--- src/rtl/core/two_class_sequenced_fifo_router_top_defines.svh ---
// Assertion macros shared by the router RTL files.
// Needs a clock named clk and an active-low reset named rst_n in scope.
`ifndef TWO_CLASS_SEQUENCED_FIFO_ROUTER_TOP_DEFINES_SVH
`define TWO_CLASS_SEQUENCED_FIFO_ROUTER_TOP_DEFINES_SVH

// Checked on every clock edge outside reset.
`define TCSFR_ASSERT(label, prop, msg) \
    label: assert property (@(posedge clk) disable iff (!rst_n) (prop)) else $error(msg);

// Checked on every clock edge, reset included.
`define TCSFR_ASSERT_ALWAYS(label, prop, msg) \
    label: assert property (@(posedge clk) (prop)) else $error(msg);

`endif

--- src/rtl/core/tcsfr_pkg.sv ---
// Shared types and constants of the two-class FIFO router.
// No dependencies; used by the controller, datapath and top level.
`default_nettype none

package tcsfr_pkg;

    localparam int DEPTH_A_DEF  = 16;
    localparam int DEPTH_B_DEF  = 16;
    localparam int SEQ_BITS_DEF = 16;

    localparam int PART_W    = 8;
    localparam int OUT_SEQ_W = 16;
    localparam int CFG_W     = 8;
    localparam int CFG_IDX_W = 2;

    // Configuration register indexes
    localparam logic [CFG_IDX_W-1:0] REG_A_LOW  = 2'd0;
    localparam logic [CFG_IDX_W-1:0] REG_A_HIGH = 2'd1;
    localparam logic [CFG_IDX_W-1:0] REG_B_LOW  = 2'd2;
    localparam logic [CFG_IDX_W-1:0] REG_B_HIGH = 2'd3;

    // Configuration reset values
    localparam logic [CFG_W-1:0] A_LOW_RST  = 8'd1;
    localparam logic [CFG_W-1:0] A_HIGH_RST = 8'd12;
    localparam logic [CFG_W-1:0] B_LOW_RST  = 8'd13;
    localparam logic [CFG_W-1:0] B_HIGH_RST = 8'd25;

    typedef enum logic [1:0] {
        OP_PUT   = 2'd0,
        OP_END   = 2'd1,
        OP_GET_A = 2'd2,
        OP_GET_B = 2'd3
    } op_t;

    typedef enum logic [2:0] {
        ST_OK    = 3'd0,
        ST_DROP  = 3'd1,
        ST_FULL  = 3'd2,
        ST_EMPTY = 3'd3
    } status_t;

    // Controller to datapath
    typedef struct packed {
        logic    push_a;
        logic    push_b;
        logic    mark_end;
        logic    adv_seq;
        logic    rd_a;
        logic    rd_b;
        logic    load_now;
        logic    load_pop;
        logic    give_seq;
        logic    sel;
        status_t status;
    } ctrl_cmd_t;

    // Datapath to controller
    typedef struct packed {
        logic match_a;
        logic match_b;
        logic full_a;
        logic full_b;
        logic empty_a;
        logic empty_b;
        logic out_free;
    } dp_stat_t;

endpackage

`default_nettype wire

--- src/rtl/core/tcsfr_ram.sv ---
// Generic single-write, single-read RAM with registered read data.
// No dependencies.
`default_nettype none

module tcsfr_ram #(
    parameter int WIDTH = 8,
    parameter int DEPTH = 16
) (
    input  wire logic                     clk,
    input  wire logic                     we,
    input  wire logic [$clog2(DEPTH)-1:0] waddr,
    input  wire logic [WIDTH-1:0]         wdata,
    input  wire logic                     re,
    input  wire logic [$clog2(DEPTH)-1:0] raddr,
    output logic      [WIDTH-1:0]         rdata
);

    logic [WIDTH-1:0] mem [DEPTH];

    always_ff @(posedge clk)
    begin
        if (we)
        begin
            mem[waddr] <= wdata;
        end
        if (re)
        begin
            rdata <= mem[raddr];
        end
    end

endmodule

`default_nettype wire

--- src/rtl/core/tcsfr_ctrl.sv ---
// Controller of the router: decodes each item and sequences a pop through the RAM.
// Depends on tcsfr_pkg and the assertion header.
`default_nettype none
`include "two_class_sequenced_fifo_router_top_defines.svh"

module tcsfr_ctrl (
    input  wire logic                  clk,
    input  wire logic                  rst_n,
    input  wire logic                  in_valid,
    input  wire tcsfr_pkg::op_t        op,
    input  wire tcsfr_pkg::dp_stat_t   stat,
    output logic                       in_ready,
    output tcsfr_pkg::ctrl_cmd_t       cmd
);

    typedef enum logic {
        S_IDLE,
        S_POP
    } state_t;

    state_t state_reg, state_next;
    logic   pop_sel_reg, pop_sel_next;
    logic   accept;

    // Decode and command generation
    always_comb
    begin
        cmd          = '0;
        in_ready     = (state_reg == S_IDLE) && stat.out_free;
        accept       = in_valid && in_ready;
        pop_sel_next = pop_sel_reg;
        if (state_reg == S_POP)
        begin
            cmd.load_pop = 1'b1;
            cmd.sel      = pop_sel_reg;
            cmd.status   = tcsfr_pkg::ST_OK;
        end
        else if (accept)
        begin
            unique case (op)
                tcsfr_pkg::OP_PUT:
                begin
                    cmd.load_now = 1'b1;
                    if (stat.match_a)
                    begin
                        if (stat.full_a)
                        begin
                            cmd.status = tcsfr_pkg::ST_FULL;
                        end
                        else
                        begin
                            cmd.push_a   = 1'b1;
                            cmd.adv_seq  = 1'b1;
                            cmd.give_seq = 1'b1;
                        end
                    end
                    else if (stat.match_b)
                    begin
                        cmd.sel = 1'b1;
                        if (stat.full_b)
                        begin
                            cmd.status = tcsfr_pkg::ST_FULL;
                        end
                        else
                        begin
                            cmd.push_b   = 1'b1;
                            cmd.adv_seq  = 1'b1;
                            cmd.give_seq = 1'b1;
                        end
                    end
                    else
                    begin
                        // unmatched part still uses up a number
                        cmd.status   = tcsfr_pkg::ST_DROP;
                        cmd.adv_seq  = 1'b1;
                        cmd.give_seq = 1'b1;
                    end
                end
                tcsfr_pkg::OP_END:
                begin
                    cmd.load_now = 1'b1;
                    if (stat.full_a)
                    begin
                        cmd.status = tcsfr_pkg::ST_FULL;
                    end
                    else if (stat.full_b)
                    begin
                        cmd.status = tcsfr_pkg::ST_FULL;
                        cmd.sel    = 1'b1;
                    end
                    else
                    begin
                        cmd.push_a   = 1'b1;
                        cmd.push_b   = 1'b1;
                        cmd.mark_end = 1'b1;
                        cmd.adv_seq  = 1'b1;
                        cmd.give_seq = 1'b1;
                    end
                end
                tcsfr_pkg::OP_GET_A:
                begin
                    if (stat.empty_a)
                    begin
                        cmd.load_now = 1'b1;
                        cmd.status   = tcsfr_pkg::ST_EMPTY;
                    end
                    else
                    begin
                        cmd.rd_a     = 1'b1;
                        pop_sel_next = 1'b0;
                    end
                end
                tcsfr_pkg::OP_GET_B:
                begin
                    cmd.sel = 1'b1;
                    if (stat.empty_b)
                    begin
                        cmd.load_now = 1'b1;
                        cmd.status   = tcsfr_pkg::ST_EMPTY;
                    end
                    else
                    begin
                        cmd.rd_b     = 1'b1;
                        pop_sel_next = 1'b1;
                    end
                end
                default:
                begin
                    cmd = '0;
                end
            endcase
        end
        state_next = (cmd.rd_a || cmd.rd_b) ? S_POP : S_IDLE;
    end

    // State and pop select registers
    always_ff @(posedge clk or negedge rst_n)
    begin
        if (!rst_n)
        begin
            state_reg   <= S_IDLE;
            pop_sel_reg <= 1'b0;
        end
        else
        begin
            state_reg   <= state_next;
            pop_sel_reg <= pop_sel_next;
        end
    end

    // A stored push always takes a sequence number and reports it
    `TCSFR_ASSERT(a_push_adv, (cmd.push_a || cmd.push_b) |-> (cmd.adv_seq && cmd.give_seq), "push without sequence advance")
    // The RAM read issued in idle is always followed by its load
    `TCSFR_ASSERT(a_pop_follows, (cmd.rd_a || cmd.rd_b) |=> cmd.load_pop, "pop read not followed by load")

endmodule

`default_nettype wire

--- src/rtl/core/tcsfr_dp.sv ---
// Datapath of the router: config registers, classifier, two ring FIFOs, sequence
// counter and the result register. Depends on tcsfr_pkg, tcsfr_ram and the header.
`default_nettype none
`include "two_class_sequenced_fifo_router_top_defines.svh"

module tcsfr_dp #(
    parameter int DEPTH_A  = tcsfr_pkg::DEPTH_A_DEF,
    parameter int DEPTH_B  = tcsfr_pkg::DEPTH_B_DEF,
    parameter int SEQ_BITS = tcsfr_pkg::SEQ_BITS_DEF
) (
    input  wire logic                                clk,
    input  wire logic                                rst_n,
    input  wire logic                                cfg_we,
    input  wire logic [tcsfr_pkg::CFG_IDX_W-1:0]     cfg_index,
    input  wire logic [tcsfr_pkg::CFG_W-1:0]         cfg_data,
    input  wire logic [tcsfr_pkg::PART_W-1:0]        part_in,
    input  wire tcsfr_pkg::ctrl_cmd_t                cmd,
    output tcsfr_pkg::dp_stat_t                      stat,
    input  wire logic                                out_ready,
    output logic                                     out_valid,
    output tcsfr_pkg::status_t                       out_status,
    output logic                                     out_sel,
    output logic [tcsfr_pkg::PART_W-1:0]             out_part,
    output logic [tcsfr_pkg::OUT_SEQ_W-1:0]          out_seq,
    output logic                                     out_end
);

    localparam int PW  = tcsfr_pkg::PART_W;
    localparam int EW  = PW + SEQ_BITS + 1;
    localparam int AWA = $clog2(DEPTH_A);
    localparam int AWB = $clog2(DEPTH_B);
    localparam int CWA = $clog2(DEPTH_A + 1);
    localparam int CWB = $clog2(DEPTH_B + 1);

    logic [tcsfr_pkg::CFG_W-1:0] a_low_reg, a_high_reg, b_low_reg, b_high_reg;
    logic [AWA-1:0] wr_a_reg, rd_a_reg;
    logic [AWB-1:0] wr_b_reg, rd_b_reg;
    logic [CWA-1:0] count_a_reg;
    logic [CWB-1:0] count_b_reg;
    logic [SEQ_BITS-1:0] seq_reg;
    logic valid_reg;
    tcsfr_pkg::status_t status_reg;
    logic sel_reg, end_reg;
    logic [PW-1:0] part_reg;
    logic [tcsfr_pkg::OUT_SEQ_W-1:0] seq_out_reg;

    logic [EW-1:0] wdata;
    logic [EW-1:0] rdata_a, rdata_b, rdata;
    logic          pop_end;

    // Configuration registers
    always_ff @(posedge clk or negedge rst_n)
    begin
        if (!rst_n)
        begin
            a_low_reg  <= tcsfr_pkg::A_LOW_RST;
            a_high_reg <= tcsfr_pkg::A_HIGH_RST;
            b_low_reg  <= tcsfr_pkg::B_LOW_RST;
            b_high_reg <= tcsfr_pkg::B_HIGH_RST;
        end
        else if (cfg_we)
        begin
            unique case (cfg_index)
                tcsfr_pkg::REG_A_LOW:  a_low_reg  <= cfg_data;
                tcsfr_pkg::REG_A_HIGH: a_high_reg <= cfg_data;
                tcsfr_pkg::REG_B_LOW:  b_low_reg  <= cfg_data;
                tcsfr_pkg::REG_B_HIGH: b_high_reg <= cfg_data;
                default:               a_low_reg  <= a_low_reg;
            endcase
        end
    end

    // Classifier and queue status
    always_comb
    begin
        stat.match_a  = (part_in >= a_low_reg) && (part_in <= a_high_reg);
        stat.match_b  = (part_in >= b_low_reg) && (part_in <= b_high_reg);
        stat.full_a   = (count_a_reg == CWA'(DEPTH_A));
        stat.full_b   = (count_b_reg == CWB'(DEPTH_B));
        stat.empty_a  = (count_a_reg == '0);
        stat.empty_b  = (count_b_reg == '0);
        stat.out_free = !valid_reg || out_ready;
    end

    // Entry: end flag, sequence, part (part in low bits)
    assign wdata = cmd.mark_end ? {1'b1, seq_reg, {PW{1'b0}}} : {1'b0, seq_reg, part_in};

    // Queue pointers, counts and sequence counter
    always_ff @(posedge clk or negedge rst_n)
    begin
        if (!rst_n)
        begin
            wr_a_reg    <= '0;
            rd_a_reg    <= '0;
            count_a_reg <= '0;
            wr_b_reg    <= '0;
            rd_b_reg    <= '0;
            count_b_reg <= '0;
            seq_reg     <= SEQ_BITS'(1);
        end
        else
        begin
            if (cmd.push_a)
            begin
                wr_a_reg    <= (wr_a_reg == AWA'(DEPTH_A - 1)) ? '0 : wr_a_reg + 1'b1;
                count_a_reg <= count_a_reg + 1'b1;
            end
            else if (cmd.rd_a)
            begin
                rd_a_reg    <= (rd_a_reg == AWA'(DEPTH_A - 1)) ? '0 : rd_a_reg + 1'b1;
                count_a_reg <= count_a_reg - 1'b1;
            end
            if (cmd.push_b)
            begin
                wr_b_reg    <= (wr_b_reg == AWB'(DEPTH_B - 1)) ? '0 : wr_b_reg + 1'b1;
                count_b_reg <= count_b_reg + 1'b1;
            end
            else if (cmd.rd_b)
            begin
                rd_b_reg    <= (rd_b_reg == AWB'(DEPTH_B - 1)) ? '0 : rd_b_reg + 1'b1;
                count_b_reg <= count_b_reg - 1'b1;
            end
            if (cmd.adv_seq)
            begin
                seq_reg <= seq_reg + 1'b1;
            end
        end
    end

    tcsfr_ram #(
        .WIDTH (EW),
        .DEPTH (DEPTH_A)
    ) u_ram_a (
        .clk   (clk),
        .we    (cmd.push_a),
        .waddr (wr_a_reg),
        .wdata (wdata),
        .re    (cmd.rd_a),
        .raddr (rd_a_reg),
        .rdata (rdata_a)
    );

    tcsfr_ram #(
        .WIDTH (EW),
        .DEPTH (DEPTH_B)
    ) u_ram_b (
        .clk   (clk),
        .we    (cmd.push_b),
        .waddr (wr_b_reg),
        .wdata (wdata),
        .re    (cmd.rd_b),
        .raddr (rd_b_reg),
        .rdata (rdata_b)
    );

    assign rdata   = cmd.sel ? rdata_b : rdata_a;
    assign pop_end = rdata[EW-1];

    // Result register valid
    always_ff @(posedge clk or negedge rst_n)
    begin
        if (!rst_n)
        begin
            valid_reg <= 1'b0;
        end
        else if (cmd.load_now || cmd.load_pop)
        begin
            valid_reg <= 1'b1;
        end
        else if (out_ready)
        begin
            valid_reg <= 1'b0;
        end
    end

    // Result register payload
    always_ff @(posedge clk)
    begin
        if (cmd.load_pop)
        begin
            status_reg  <= cmd.status;
            sel_reg     <= cmd.sel;
            part_reg    <= pop_end ? '0 : rdata[PW-1:0];
            seq_out_reg <= tcsfr_pkg::OUT_SEQ_W'(rdata[PW+SEQ_BITS-1:PW]);
            end_reg     <= pop_end;
        end
        else if (cmd.load_now)
        begin
            status_reg  <= cmd.status;
            sel_reg     <= cmd.sel;
            part_reg    <= '0;
            seq_out_reg <= cmd.give_seq ? tcsfr_pkg::OUT_SEQ_W'(seq_reg) : '0;
            end_reg     <= 1'b0;
        end
    end

    assign out_valid  = valid_reg;
    assign out_status = status_reg;
    assign out_sel    = sel_reg;
    assign out_part   = part_reg;
    assign out_seq    = seq_out_reg;
    assign out_end    = end_reg;

    `TCSFR_ASSERT(a_cnt_a, count_a_reg <= CWA'(DEPTH_A), "queue A count above depth")
    `TCSFR_ASSERT(a_cnt_b, count_b_reg <= CWB'(DEPTH_B), "queue B count above depth")
    `TCSFR_ASSERT(a_no_overwrite, (valid_reg && !out_ready) |-> !(cmd.load_now || cmd.load_pop), "result overwritten before taken")
    `TCSFR_ASSERT(a_pop_nonempty, cmd.rd_a |-> !stat.empty_a, "pop from empty queue A")

endmodule

`default_nettype wire

--- src/rtl/core/two_class_sequenced_fifo_router_top.sv ---
// Two-class sequenced FIFO router. Each input item is one operation: a put classifies
// the part against two configurable inclusive ranges (A tested first) and, if it matches
// and that queue has room, stores it with the running sequence number in ring FIFO A or B;
// an end pushes an end marker into both, and a get pops the oldest entry of one queue.
// Every item gives exactly one result item. A get that pops reads through the registered
// read port of the queue RAM before loading the result; other items load it directly. A
// result waits in an output register, and the next item is taken in the same cycle the
// waiting result is taken. Queue storage starts unwritten: only popped entries are ever
// read, so no clearing pass is run. Depends on tcsfr_pkg, tcsfr_ctrl, tcsfr_dp, tcsfr_ram.
`default_nettype none

module two_class_sequenced_fifo_router_top #(
    parameter int DEPTH_A  = tcsfr_pkg::DEPTH_A_DEF,
    parameter int DEPTH_B  = tcsfr_pkg::DEPTH_B_DEF,
    parameter int SEQ_BITS = tcsfr_pkg::SEQ_BITS_DEF
) (
    input  wire logic        clk,
    input  wire logic        rst_n,
    // configuration write port
    input  wire logic        cfg_we,
    input  wire logic [1:0]  cfg_index,
    input  wire logic [7:0]  cfg_data,
    // input stream
    input  wire logic        s_tvalid,
    output logic             s_tready,
    input  wire logic [7:0]  s_tdata,   // [7:0] part_value
    input  wire logic [1:0]  s_tuser,   // [1:0] operation
    // result stream
    output logic             m_tvalid,
    input  wire logic        m_tready,
    output logic [23:0]      m_tdata,   // [7:0] part_out, [23:8] seq_out
    output logic [3:0]       m_tuser,   // [2:0] status, [3] queue_sel
    output logic             m_tlast    // end_out
);

    tcsfr_pkg::ctrl_cmd_t cmd;
    tcsfr_pkg::dp_stat_t  stat;
    tcsfr_pkg::status_t   out_status;
    logic                 out_sel;
    logic [7:0]           out_part;
    logic [15:0]          out_seq;

    tcsfr_ctrl u_ctrl (
        .clk      (clk),
        .rst_n    (rst_n),
        .in_valid (s_tvalid),
        .op       (tcsfr_pkg::op_t'(s_tuser)),
        .stat     (stat),
        .in_ready (s_tready),
        .cmd      (cmd)
    );

    tcsfr_dp #(
        .DEPTH_A  (DEPTH_A),
        .DEPTH_B  (DEPTH_B),
        .SEQ_BITS (SEQ_BITS)
    ) u_dp (
        .clk        (clk),
        .rst_n      (rst_n),
        .cfg_we     (cfg_we),
        .cfg_index  (cfg_index),
        .cfg_data   (cfg_data),
        .part_in    (s_tdata),
        .cmd        (cmd),
        .stat       (stat),
        .out_ready  (m_tready),
        .out_valid  (m_tvalid),
        .out_status (out_status),
        .out_sel    (out_sel),
        .out_part   (out_part),
        .out_seq    (out_seq),
        .out_end    (m_tlast)
    );

    assign m_tdata = {out_seq, out_part};
    assign m_tuser = {out_sel, out_status};

endmodule

`default_nettype wire

--- config.mk ---
export PLATFORM = sky130hd
export DESIGN_NAME = two_class_sequenced_fifo_router_top
export DESIGN_NICKNAME = d
export VERILOG_FILES = /design/src/rtl/core/tcsfr_pkg.sv /design/src/rtl/core/tcsfr_ram.sv /design/src/rtl/core/tcsfr_ctrl.sv /design/src/rtl/core/tcsfr_dp.sv /design/src/rtl/core/two_class_sequenced_fifo_router_top.sv
export VERILOG_INCLUDE_DIRS = /design/src /design/src/rtl/core
export SDC_FILE = /design/constraint.sdc
export NUM_CORES = 1
export LEC_CHECK = 0
export BUFFER_PORTS_ARGS = -buffer_cell sky130_fd_sc_hd__buf_2
export CAP_MARGIN = 30
export CELL_PAD_IN_SITES_DETAIL_PLACEMENT = 0
export CELL_PAD_IN_SITES_GLOBAL_PLACEMENT = 1
export CORE_AREA = 2 2 243 293
export DETAILED_ROUTE_END_ITERATION = 8
export DIE_AREA = 0 0 245 295
export PLACE_DENSITY = 0.78
export SYNTH_ARGS = -nofsm -noshare
export SYNTH_HDL_FRONTEND = slang
export SYNTH_SLANG_ARGS = --single-unit
export TNS_END_PERCENT = 1
--- constraint.sdc ---
create_clock -name clk -period 5.7 [get_ports clk]
set_clock_uncertainty 0.1 [all_clocks]
set_input_delay 0.57 -clock clk [delete_from_list [all_inputs] [get_ports clk]]
set_output_delay 0.57 -clock clk [all_outputs]
set_load 0.01 [all_outputs]
==> impl_metrics.toml <==
[cells_and_area]
antenna_cells = 0
top_regs = "u_dp.u_ram_a.mem: 400 flops, u_dp.u_ram_b.mem: 400 flops"
drive_gt1_frac = 0.266
synthToLayoutAreaGrowth_pct = 13.7
fin_cells = 3047
finalNetCount = 2129
final_common_cell = "edfxtp_1"
most-common-layout-cells = "edfxtp_1 (878), mux4_2 (175), clkbuf_16 (92), mux2i_1 (77), o21ai_0 (74)"
fin_area_um2 = 43000

[synthesis]
ys_warn_count = 0
netlist_area_um2 = 37800
synth-seq-cells = 955
netlist_instances = 1917
synth_fp_nets = 1993
syn_avg_cell_area_um2 = 19.7
synth-edff-count = 878
ys_types = 60
async_reset_ff_frac = 0.0806
ys.flop_type = "edfxtp_1"
ys_seq_area_frac = 0.749

[setup_path]
crit_end = "u_dp.u_ram_a.mem[1][6]"
startpoint_type = "register"
crit_chain = "a211oi_2 -> nand2_1 -> or3_1 -> inv_2 -> a41o_1 -> nand2_1 -> nor3_2 -> buf_12"
end_kind = "register"
worstPathRequired_ns = 5.94
reg2reg_slack_ns = 1.22
crit_path_frequent_cell = "nand2_1"
rr_startpoint = "u_dp.out_valid"
r2r_end = "u_dp.u_ram_a.mem[1][6]"
worst-path-stages = 8
crit_fanout = 35
cpPeakStageDelay_ns = 0.84
critical_path_class = "register to register"
critPathLaunch = "u_dp.out_valid"
path_delay_family = "simple AND/OR/NAND/NOR gates"
crit_slowest_cell = "nor3_2"
reg2regPathDepth = 8
critPathBufInv = 2
crit_arrival_ns = 4.72

[power]
peakVddDrop_uv = 365
leakagePower_nw = 14.2
power_density_nw_per_um2 = 443
fin_total_pwr_w = 0.0190

[cts]
cts_buffer_depth = 3
cts_max_level = 3
clk_pin_slew_ns = 0.06
clk_latency_ns = 0.64
cts-root-buf = "clkbuf_16"
cts_tree = "built"
cts_sinks = 955
cts_made_buffers = 90

[place]
dpl-instance-area_um2 = 39800
hpwl_mm = 48.3
port_buffers = 54
gp_congestion = 0.825
dp.cells = 2871

[die]
die_area_um2 = 72300
fp.dieW_um = 245
num_rows = 106
ios = 56
core-area_um2 = 69400
die_h_um = 295
start_util = 0.545

[timing]
fmax_mhz = 223
max_slew_margin = 0.314
finalMaxSlewViolations = 0
setup_violations = 0
finalCriticalPeriod_ns = 4.48
finalSetupTns_ns = 0
rsz0062_at_grt = "false"
worstMarginPinSlew_ns = 1.02
finalCritPeriodShare = 0.787
timing_hold_violations_final = 0
worst_hold_slack_ns = 0.101

[grt]
grt_pass1_wl_mm = 124
grt_antenna_before_repair = 3
grt_pass1_vias = 19260
overflow = 0
grt_start_max_net_pins = 69
grt_use_total = 0.235

[route]
vias_per_cell = 6.09
final_antenna_net_count = 0
dr.first_iter.drc_count = 1644
routed_wl_mm = 82.4
vias = 18551
drc_errors = 0
drt_first_pass_iters = 5
wl_per_cell_um = 27.0

[min_path]
holdCritStartpoint = "cfg_data[7]"
hp-class = "input port to register"

[flow_run]
maxCapViolCount = 0

[run_status]
status = "finished, final reports clean"
==> cell usage after synthesis, types with 17 or more instances <==
library cell  count  share of area
a21oi_1          52         0.0069
a221o_1          18         0.0048
a221oi_1         26         0.0060
a22oi_1          25         0.0050
and2_1           17         0.0028
and3_1           34         0.0056
clkbuf_1         60         0.0060
dfrtp_1          67          0.044
edfxtp_1        878           0.70
ha_1             49          0.016
inv_1            42         0.0042
mux2_2           63          0.019
mux2i_1          77          0.020
mux4_2          175           0.10
nand2_1          58         0.0058
nor2_1           26         0.0026
o21ai_0          75         0.0099
xnor2_1          21         0.0049
==> worst min-delay path by stage <==
stage / endpoint / slack [ns] / depth (start not counted)
finish: u_dp.a_low_reg[7] / 0.10 / 3
global route: u_dp.a_high_reg[7] / 0.11 / 2
CTS: u_dp.a_low_reg[1] / 0.07 / 3
floorplan: u_ctrl.pop_sel_reg / 0.17 / 0
global placement: u_dp.b_low_reg[6] / 0.39 / 1
detailed placement: u_dp.a_high_reg[7] / 0.40 / 1
==> routing by layer <==
layer,wire [um],GRT usage,share of wire,vias up
met5,13,0,0.00016,-
met4,1670,0.0683,0.020,2
met3,4230,0.0268,0.051,109
met2,42900,0.405,0.52,576
met1,33600,0.319,0.41,9752
li1,-,-,-,8112
==> where the power goes <==
| part | switching (W) | leakage [nW] | internal, W |
|---|---|---|---|
| logic | 0.00233 | 4.11 | 0.00204 |
| clock network | 0.00254 | 1.41 | 0.00334 |
| registers | 0.000478 | 8.68 | 0.00829 |
| total | 0.00535 | 14.2 | 0.0137 |
==> cell type report <==
cell class              instances  area (um^2)
fillers                      4727        26400
clock inverters                50          457
well taps                     918         1150
flip-flops and latches        955        28300
multi-input cells             828         9070
clock buffers                 118         2470
repair buffers                135         1340
inverters                      43          161
==> kinds of logic after synthesis <==
family,after synthesis,synth area share
flops,955,0.749
compound gates,237,0.0414
mux,316,0.144
other cells,1,0.0000992
simple gates,196,0.0279
xor+xnor,27,0.00626
buf+inv,134,0.0145
fa+ha+maj,51,0.0173
==> tightest hold or removal path, cell delays in order <==
cell     delay, ns
buf_2         0.11
nand2_1       0.05
o21ai_0       0.07
==> repair_timing <==
action,4_1_cts,5_1_grt
setup buffers,0,0
hold buffers,1,0
hold endpoints to repair,22,0
gates resized for setup,0,0
==> per-stage QoR <==
stage / worst slack, ns / util
after floorplan: 1.17 / -
after global placement: 1.14 / 0.570
after detailed placement: 0.969 / 0.574
after CTS: 1.26 / 0.617
after global routing: 0.902 / 0.619
final: 1.22 / 0.619
(Power assumes the default switching activity.)
